$ cat src/rtl/smm_pkg.sv
`timescale 1ns / 1ps
// ----------------------------------------------------------------------------
// smm_pkg
// Shared types, field widths and command codes of the square matrix multiplier.
// ----------------------------------------------------------------------------
package smm_pkg;

    // field widths of the words on the channels
    localparam int CMD_W  = 2;
    localparam int IDX_W  = 4;
    localparam int VAL_W  = 16;
    localparam int PROD_W = 32;
    localparam int ACC_W  = 36;
    localparam int SIZE_W = 5;

    // a row emits at most this many columns
    localparam int ROW_LIMIT = 16;

    localparam logic [SIZE_W-1:0] SIZE_RESET = 5'd16;

    // command codes
    localparam logic [CMD_W-1:0] CMD_LOAD_A  = 2'd0;
    localparam logic [CMD_W-1:0] CMD_LOAD_B  = 2'd1;
    localparam logic [CMD_W-1:0] CMD_COMPUTE = 2'd2;

    // classified work handed from front to back
    typedef enum logic [1:0] {
        KIND_LOAD_A,
        KIND_LOAD_B,
        KIND_COMPUTE
    } smm_kind_t;

    typedef struct packed {
        smm_kind_t                kind;
        logic [IDX_W-1:0]         row;
        logic [IDX_W-1:0]         col;
        logic signed [VAL_W-1:0]  value;
    } smm_item_t;

    // active dimension: zero acts as one, capped at the built dimension
    function automatic logic [SIZE_W-1:0] active_dim(input logic [SIZE_W-1:0] size,
                                                     input logic [SIZE_W-1:0] dim);
        logic [SIZE_W-1:0] n;
        n = size;
        if (n == '0)
        begin
            n = 5'd1;
        end
        if (n > dim)
        begin
            n = dim;
        end
        return n;
    endfunction

endpackage

$ cat src/rtl/smm_channels.sv
`timescale 1ns / 1ps
// ----------------------------------------------------------------------------
// smm channels
// Valid/ready channels for request words and result words.
// ----------------------------------------------------------------------------
interface smm_req_if;
    logic                               valid;
    logic                               ready;
    logic [smm_pkg::CMD_W-1:0]          command;
    logic [smm_pkg::IDX_W-1:0]          row;
    logic [smm_pkg::IDX_W-1:0]          col;
    logic signed [smm_pkg::VAL_W-1:0]   value;

    modport source (output valid, command, row, col, value, input ready);
    modport sink   (input valid, command, row, col, value, output ready);
endinterface


$ cat src/rtl/smm_front.sv
`timescale 1ns / 1ps
// ----------------------------------------------------------------------------
// smm_front
// Accepts request words, drops those without effect and queues the rest.
// ----------------------------------------------------------------------------
module smm_front #(
    parameter int DIM = 16
) (
    input  logic                          clk,
    input  logic                          rst_n,
    smm_req_if.sink                       request,
    input  logic [smm_pkg::SIZE_W-1:0]    n_dim,
    output smm_pkg::smm_item_t            q_item,
    output logic                          q_valid,
    input  logic                          q_pop
);

    localparam int QUEUE_DEPTH = 2;

    smm_pkg::smm_item_t q_mem_reg [QUEUE_DEPTH];
    logic               wr_ptr_reg;
    logic               rd_ptr_reg;
    logic [1:0]         cnt_reg;

    smm_pkg::smm_item_t item;
    logic               keep;
    logic               in_store;
    logic               push;
    logic               pop;

    // classify the incoming word
    assign in_store = ({1'b0, request.row} < smm_pkg::SIZE_W'(DIM)) &&
                      ({1'b0, request.col} < smm_pkg::SIZE_W'(DIM));

    always_comb
    begin
        item.row   = request.row;
        item.col   = request.col;
        item.value = request.value;
        item.kind  = smm_pkg::KIND_COMPUTE;
        keep       = 1'b0;
        case (request.command)
            smm_pkg::CMD_LOAD_A:
            begin
                item.kind = smm_pkg::KIND_LOAD_A;
                keep      = in_store;
            end
            smm_pkg::CMD_LOAD_B:
            begin
                item.kind = smm_pkg::KIND_LOAD_B;
                keep      = in_store;
            end
            smm_pkg::CMD_COMPUTE:
            begin
                item.kind = smm_pkg::KIND_COMPUTE;
                keep      = ({1'b0, request.row} < n_dim);
            end
            default:
            begin
                keep = 1'b0;
            end
        endcase
    end

    assign request.ready = (cnt_reg != 2'(QUEUE_DEPTH));
    assign push          = request.valid && request.ready && keep;
    assign pop           = q_pop && q_valid;

    assign q_valid = (cnt_reg != 2'd0);
    assign q_item  = q_mem_reg[rd_ptr_reg];

    // queue storage
    always_ff @(posedge clk)
    begin
        if (push)
        begin
            q_mem_reg[wr_ptr_reg] <= item;
        end
    end

    // queue pointers
    always_ff @(posedge clk or negedge rst_n)
    begin
        if (!rst_n)
        begin
            wr_ptr_reg <= 1'b0;
            rd_ptr_reg <= 1'b0;
            cnt_reg    <= 2'd0;
        end
        else
        begin
            if (push)
            begin
                wr_ptr_reg <= ~wr_ptr_reg;
            end
            if (pop)
            begin
                rd_ptr_reg <= ~rd_ptr_reg;
            end
            if (push && !pop)
            begin
                cnt_reg <= cnt_reg + 2'd1;
            end
            else if (pop && !push)
            begin
                cnt_reg <= cnt_reg - 2'd1;
            end
        end
    end

endmodule

$ cat src/flat_wrapper.sv
// flat-port wrapper written by rule: the top's interface ports become plain ports
module smm_front_flat 
#(
    parameter int DIM = 16
)
  (clk, rst_n, n_dim, q_item, q_valid, q_pop, request_valid, request_command, request_row, request_col, request_value, request_ready);
  smm_req_if request_i ();
  input  logic clk;
  input  logic rst_n;
  input  logic [smm_pkg::SIZE_W-1:0] n_dim;
  output smm_pkg::smm_item_t q_item;
  output logic q_valid;
  input  logic q_pop;
  input wire logic [$bits(request_i.valid)-1:0] request_valid;
  input wire logic [$bits(request_i.command)-1:0] request_command;
  input wire logic [$bits(request_i.row)-1:0] request_row;
  input wire logic [$bits(request_i.col)-1:0] request_col;
  input wire logic [$bits(request_i.value)-1:0] request_value;
  output wire logic [$bits(request_i.ready)-1:0] request_ready;
  assign request_i.valid = request_valid;
  assign request_i.command = request_command;
  assign request_i.row = request_row;
  assign request_i.col = request_col;
  assign request_i.value = request_value;
  assign request_ready = request_i.ready;
  smm_front #(.DIM(DIM)) u_core (.clk(clk), .rst_n(rst_n), .request(request_i), .n_dim(n_dim), .q_item(q_item), .q_valid(q_valid), .q_pop(q_pop));
endmodule
$ cat config.mk
export PLATFORM = sky130hd
export DESIGN_NAME = smm_front_flat
export DESIGN_NICKNAME = d
export VERILOG_FILES = /design/src/rtl/smm_pkg.sv /design/src/rtl/smm_channels.sv /design/src/rtl/smm_front.sv /design/src/flat_wrapper.sv
export SDC_FILE = /design/constraint.sdc
export NUM_CORES = 1
export LEC_CHECK = 0
export ABC_AREA = 1
export BUFFER_PORTS_ARGS = -buffer_cell sky130_fd_sc_hd__buf_2
export CORE_MARGIN = 8
export CORE_UTILIZATION = 46
export CTS_CLUSTER_SIZE = 30
export DETAILED_ROUTE_END_ITERATION = 7
export GPL_ROUTABILITY_DRIVEN = 0
export GPL_TIMING_DRIVEN = 0
export PLACE_DENSITY = 0.74
export SLEW_MARGIN = 20
export SYNTH_ARGS = -nofsm -noshare
export SYNTH_HDL_FRONTEND = slang
export SYNTH_SLANG_ARGS = --single-unit
$ cat constraint.sdc
create_clock -name clk -period 2 [get_ports clk]
set_input_delay 0.1 -clock clk [delete_from_list [all_inputs] [get_ports clk]]
set_output_delay 0.1 -clock clk [all_outputs]
set_load 0.1 [all_outputs]
==> out/metrics.yaml, run 1 <==
outcome:
  outcome: "complete, no violations"
layout:
  regArea_um2: 1660
  fin_nets: 316
  drive_above_1_share_pct: 29.5
  largest_reg_flops: 52
  multiInputGateArea_um2: 483
  nFillCells: 392
  final_area_um2: 2960
  synthToLayoutAreaGrowth_pct: 32.8
  final_cells: 332
  fin_util_pct: 63.1
  num_antenna_cells: 0
placement:
  placed_area_um2: 2630
  placed_cells_incl_taps: 301
  hpwlAfterDp_um: 3010
  portBuffers: 62
clock_tree:
  postCtsSetupRepairBufs: 0
  cts_root_buf: "clkbuf_8"
  cts.htree.levels: 2
  numCtsBuffers: 5
  numClockSinks: 56
  ctsHoldBuffers: 22
  tritoncts: "yes"
  clock_path_buffers: 2
  cts.reportedPaths.clkPinSlew_ns: 0.09
  cts_resized: 0
  clk_latency_ns: 0.30
die:
  start_util_pct: 47.5
  die-area_um2: 7330
  ios: 63
  core-area_um2: 4690
  fp-row-count: 25
  chipWidth_um: 85.6
  die_y_um: 85.6
timing:
  finalSetupViolCount: 0
  tightest_slew_ns: 0.753
  period_minus_slack_ns: 1.86
  hold_viol_final: 0
  fin_crit_sh_pct: 92.8
  rsz0062_at_grt: "false"
  fin_skew_ns: 0.00262
  final_max_slew_viol_count: 0
  slew_headroom_pct: 49.7
  fmax_ghz: 0.539
setup_path:
  reg2regPathDepth: 6
  startpoint_type: "primary input"
  path_class: "in -> reg"
  crit_buf_inv: 4
  crit_top_cell: "nand3_1"
  r2r-start: "u_core.cnt_reg[0]"
  path_max_fanout: 26
  arrival_ns: 1.73
  max_stage_delay_ns: 0.52
  crit_slowest_cell: "dlygate4sd3_1"
  cp.required_ns: 1.87
  reg2reg_to: "u_core.q_mem_reg[0][10]"
  crit_family: "buffers and inverters"
  timing.reg2reg.setup_slack_ns: 0.20
  crit_path_end_kind: "flip-flop"
  worstPathCellList: "dlygate4sd3_1 > buf_2 > inv_1 > nand2_1 > nand3_1 > nand3_1 > nand2_2 > nand3_1 > clkinvlp_4"
detailed_routing:
  final_antenna_net_count: 0
  wirelength_um: 4420
  post_drt_wl_per_cell_um: 13.3
  post-route-drc-count: 0
  vias: 1548
  dr.pass1.iters: 3
  drtIter0Drc: 56
  vias_per_cell: 4.66
global_routing:
  grt_start_max_net_pins: 27
  grt.total_usage_pct: 12.5
  antenna_found_initial: 0
  overflow: 0
  grt_pass1_vias: 1685
  grt_pass1_wl_um: 7150
synth:
  syn_inst: 185
  synth-warning-count: 0
  synth-seq-cells: 56
  ys_seq_area_share_pct: 74.5
  synth_fp_nets: 224
  syn_avg_cell_area_um2: 12.1
  synth_area_um2: 2230
  yosys.cell_types.count: 18
worst_hold_path:
  worstHoldStart: "request_row[2]"
  hold_end: "u_core.q_mem_reg[1][22]"
  holdPathStages: 1
  hold_class: "in -> reg"
run:
  drv_cap: 0
## worst max-delay path by stage
stage                     cells past startpoint  slack (ns)                 endpoint              start
after floorplan                              10        0.07        u_core.cnt_reg[1]  u_core.cnt_reg[0]
after global placement                        9        0.05   u_core.q_mem_reg[1][5]     request_row[2]
after detailed placement                      9       -0.01   u_core.q_mem_reg[0][5]     request_row[3]
after CTS                                     6        0.16  u_core.q_mem_reg[0][19]  u_core.cnt_reg[0]
after global routing                          9        0.07   u_core.q_mem_reg[0][6]     request_row[0]
final                                         9        0.14  u_core.q_mem_reg[0][10]     request_row[0]
## cell usage after synthesis
| library cell | number | area, um2 |
|---|---|---|
| nand2_1 | 89 | 334 |
| edfxtp_1 | 52 | 1560 |
| inv_1 | 15 | 56.3 |
| dfrtp_1 | 4 | 100 |
| ha_1 | 4 | 50.1 |
| buf_4 | 3 | 22.5 |
| nand3_1 | 3 | 15.0 |
| buf_2 | 2 | 10.0 |
| nand2_2 | 2 | 12.5 |
| nor2_1 | 2 | 7.51 |
| xor2_1 | 2 | 17.5 |
| a21oi_1 | 1 | 5.00 |
| a21oi_2 | 1 | 8.76 |
| clkbuf_1 | 1 | 3.75 |
| inv_4 | 1 | 6.26 |
| nor2_2 | 1 | 6.26 |
| o21ai_0 | 1 | 5.00 |
| xnor2_1 | 1 | 8.76 |
## stage by stage
| stage | hold WS, ns | setup TNS, ns | worst slack [ns] |
|---|---|---|---|
| 3_5_place_dp | -0.0887 | -0.259 | -0.0115 |
| 5_1_grt | 0.00289 | 0 | 0.0683 |
| 4_1_cts | 0.00282 | 0 | 0.159 |
| 2_1_floorplan | -0.196 | 0 | 0.0739 |
| 3_3_place_gp | -0.0876 | 0 | 0.0516 |
| 6_report | 0.0118 | 0 | 0.145 |
## cells by family (layout without fill, tap and decap cells)
family	after synthesis	count (layout)	share of synthesized area [%]
adders and majority gates	4	4	2.24
DFF	56	56	74.5
AOI/OAI and AO/OA	3	3	0.841
buffers and inverters	22	115	4.43
xor gates and xnor gates	3	3	1.18
and+or+nand+nor	97	97	16.8
## layer usage
| layer | global-route usage [%] | routed length (um) | vias to the layer above |
|---|---|---|---|
| met1 | 12.2 | 1770 | 718 |
| met4 | 4.30 | 54 | 0 |
| li1 | - | - | 781 |
| met2 | 23.6 | 2300 | 43 |
| met3 | 4.68 | 293 | 6 |
| met5 | 0 | 0 | - |
## cells in the final DEF, fill, tap and decap left out, drive strengths merged, types with 2 or more instances in the layout
cell	synthesis	layout
a21oi	2	2
buf	5	67
clkbuf	1	6
clkinv	0	2
dfrtp	4	4
dlygate4sd3	0	23
edfxtp	52	52
ha	4	4
inv	16	15
nand2	91	91
nand3	3	3
nor2	3	3
xor2	2	2
## final cells by class
type / count / share of cell area [%]
Buffer: 6 / 1.23
Inverter: 16 / 2.24
Sequential cell: 56 / 56.1
Timing Repair Buffer: 85 / 18.3
Multi-Input combinational cell: 107 / 16.3
Tap cell: 54 / 2.28
Clock buffer: 5 / 2.32
Clock inverter: 3 / 1.27
Power of run 1 is not shown: default switching activity piles up to over one toggle a cycle in this logic, so the estimate is an artifact.
==> run 2: changes to the inputs <==
- PLACE_DENSITY: 0.74 -> 0.76
==> run 2 against run 1 <==
Net effect: non-clock buffer count down 1; critical path depth did not move; global-route usage about the same; highest routed layer unchanged.
==> out/metrics.yaml, run 2 (synthesized netlist as in run 1, its figures left out) <==
outcome:
  outcome: "complete, no violations"  # unchanged
layout:
  final_area_um2: 2930  # was 2960 um2
  drive_above_1_share_pct: 30.0  # was 29.5%
  num_antenna_cells: 0  # unchanged
  fin_util_pct: 62.4  # was 63.1%
  fin_nets: 315  # was 316
  synthToLayoutAreaGrowth_pct: 31.2  # was 32.8%
  largest_reg_flops: 52  # unchanged
  final_common_cell: "nand2_1"  # unchanged
  final_cells: 331  # was 332
  final_cell_mix: "nand2_1, buf_2, edfxtp_1"  # unchanged
detailed_routing:
  post_drt_wl_per_cell_um: 13.4  # was 13.3 um
  dr.pass1.iters: 4  # was 3
  vias: 1576  # was 1548
  vias_per_cell: 4.76  # was 4.66
  drtIter0Drc: 87  # was 56
  post-route-drc-count: 0  # unchanged
  final_antenna_net_count: 0  # unchanged
  wirelength_um: 4430  # was 4420 um
clock_tree:
  numClockSinks: 56  # unchanged
  clock_path_buffers: 2  # unchanged
  numCtsBuffers: 5  # unchanged
  clk_latency_ns: 0.30  # about the same
  cts.reportedPaths.clkPinSlew_ns: 0.08  # was 0.09 ns
  cts_root_buf: "clkbuf_8"  # unchanged
  tritoncts: "yes"  # unchanged
  cts_resized: 0  # unchanged
  cts.htree.levels: 2  # unchanged
timing:
  period_minus_slack_ns: 1.82  # was 1.86 ns
  hold-worst-slack_ns: 0.0172  # was 0.0118 ns
  fin_crit_sh_pct: 91.0  # was 92.8%
  rsz0062_at_grt: "false"  # unchanged
  final_max_slew_viol_count: 0  # unchanged
  slew_headroom_pct: 50.2  # was 49.7%
  tightest_slew_ns: 0.745  # was 0.753 ns
  hold_viol_final: 0  # unchanged
  finalSetupViolCount: 0  # unchanged
  fmax_ghz: 0.549  # was 0.539 GHz
  fin_skew_ns: 0.00524  # was 0.00262 ns
setup_path:
  r2r-start: "u_core.cnt_reg[0]"  # unchanged
  startpoint: "request_row[0]"  # unchanged
  worstPathCellList: "dlygate4sd3_1 > buf_2 > inv_1 > nand2_1 > nand3_1 > nand3_1 > nand2_2 > nand2_2 > nor2_4"  # was dlygate4sd3_1 > buf_2 > inv_1 > nand2_1 > nand3_1 > nand3_1 > nand2_2 > nand3_1 > clkinvlp_4
  crit_family: "simple AND/OR/NAND/NOR gates"  # was buffers and inverters
  max_stage_delay_ns: 0.58  # was 0.52 ns
  startpoint_type: "primary input"  # unchanged
  crit_path_end_kind: "flip-flop"  # unchanged
  path_class: "in -> reg"  # unchanged
  arrival_ns: 1.75  # was 1.73 ns
  crit_buf_inv: 3  # was 4
  cp.required_ns: 1.93  # was 1.87 ns
  path_max_fanout: 26  # unchanged
  crit_slowest_cell: "nor2_4"  # was dlygate4sd3_1
global_routing:
  grt.total_usage_pct: 12.5  # about the same
  overflow: 0  # unchanged
  antenna_found_initial: 0  # unchanged
  grt_start_max_net_pins: 27  # unchanged
  grt_pass1_wl_um: 7150  # unchanged
  grt_pass1_vias: 1672  # was 1685
die:
  start_util_pct: 47.5  # unchanged
  die-area_um2: 7330  # unchanged
  die_y_um: 85.6  # unchanged
  ios: 63  # unchanged
  fp-row-count: 25  # unchanged
  chipWidth_um: 85.6  # unchanged
  core-area_um2: 4690  # unchanged
worst_hold_path:
  hold_class: "in -> reg"  # unchanged
  worstHoldStart: "request_row[2]"  # unchanged
placement:
  placed_area_um2: 2630  # unchanged
  placed_cells_incl_taps: 301  # unchanged
  hpwlAfterDp_um: 2950  # was 3010 um
  portBuffers: 62  # unchanged
run:
  drv_cap: 0  # unchanged
-- run 2: changes by cell type in the layout (fill, tap and decap cells not counted), sizes merged --
cell,previous run,this run
clkinv,2,3
bufinv,1,0
dlygate4sd3,23,22
-- run 2: timing repair --
item | CTS | global route
endpoints found under the setup margin | 0 | 0
endpoints found under the hold margin | 42 | 3
buffers inserted | 0 | 0
hold buffers | 20 | 2
-- run 2: final timing paths --
check	endpoint	slack (ns)	cells past startpoint
setup / recovery	u_core.q_mem_reg[1][17]	0.18	9
hold / removal	u_core.q_mem_reg[1][22]	0.02	1
setup reg to reg	u_core.q_mem_reg[0][17]	0.20	6
hold reg to reg	u_core.cnt_reg[0]	0.48	1
max in group asynchronous	u_core.rd_ptr_reg	1.73	2
min in group asynchronous	u_core.cnt_reg[1]	0.14	2
-- run 2: metal layers --
| metal | share of wire (%) | global-route usage, % | up-vias |
|---|---|---|---|
| li1 | - | - | 782 |
| met1 | 39 | 12.5 | 740 |
| met2 | 53 | 23.3 | 45 |
| met3 | 6.5 | 3.82 | 9 |
| met4 | 1.7 | 5.41 | 0 |
| met5 | 0 | 0 | - |
-- run 2: cell type report --
class                   count  area (um2)
clock inverters             3        13.8
multi-input cells         107         483
fillers                   385        1760
clock buffers               5        68.8
repair buffers             84         531
plain buffers               6        36.3
flip-flops and latches     56        1660
well taps                  54        67.6
inverters                  16        66.3
-- run 2: through the flow --
step                TNS (ns)  setup slack [ns]
floorplan                  0            0.0739
global placement           0            0.0625
detailed placement    -0.149          -0.00672
CTS                        0             0.163
global route               0            0.0586
finish                     0             0.179
Power of run 2 is left out for the same reason.
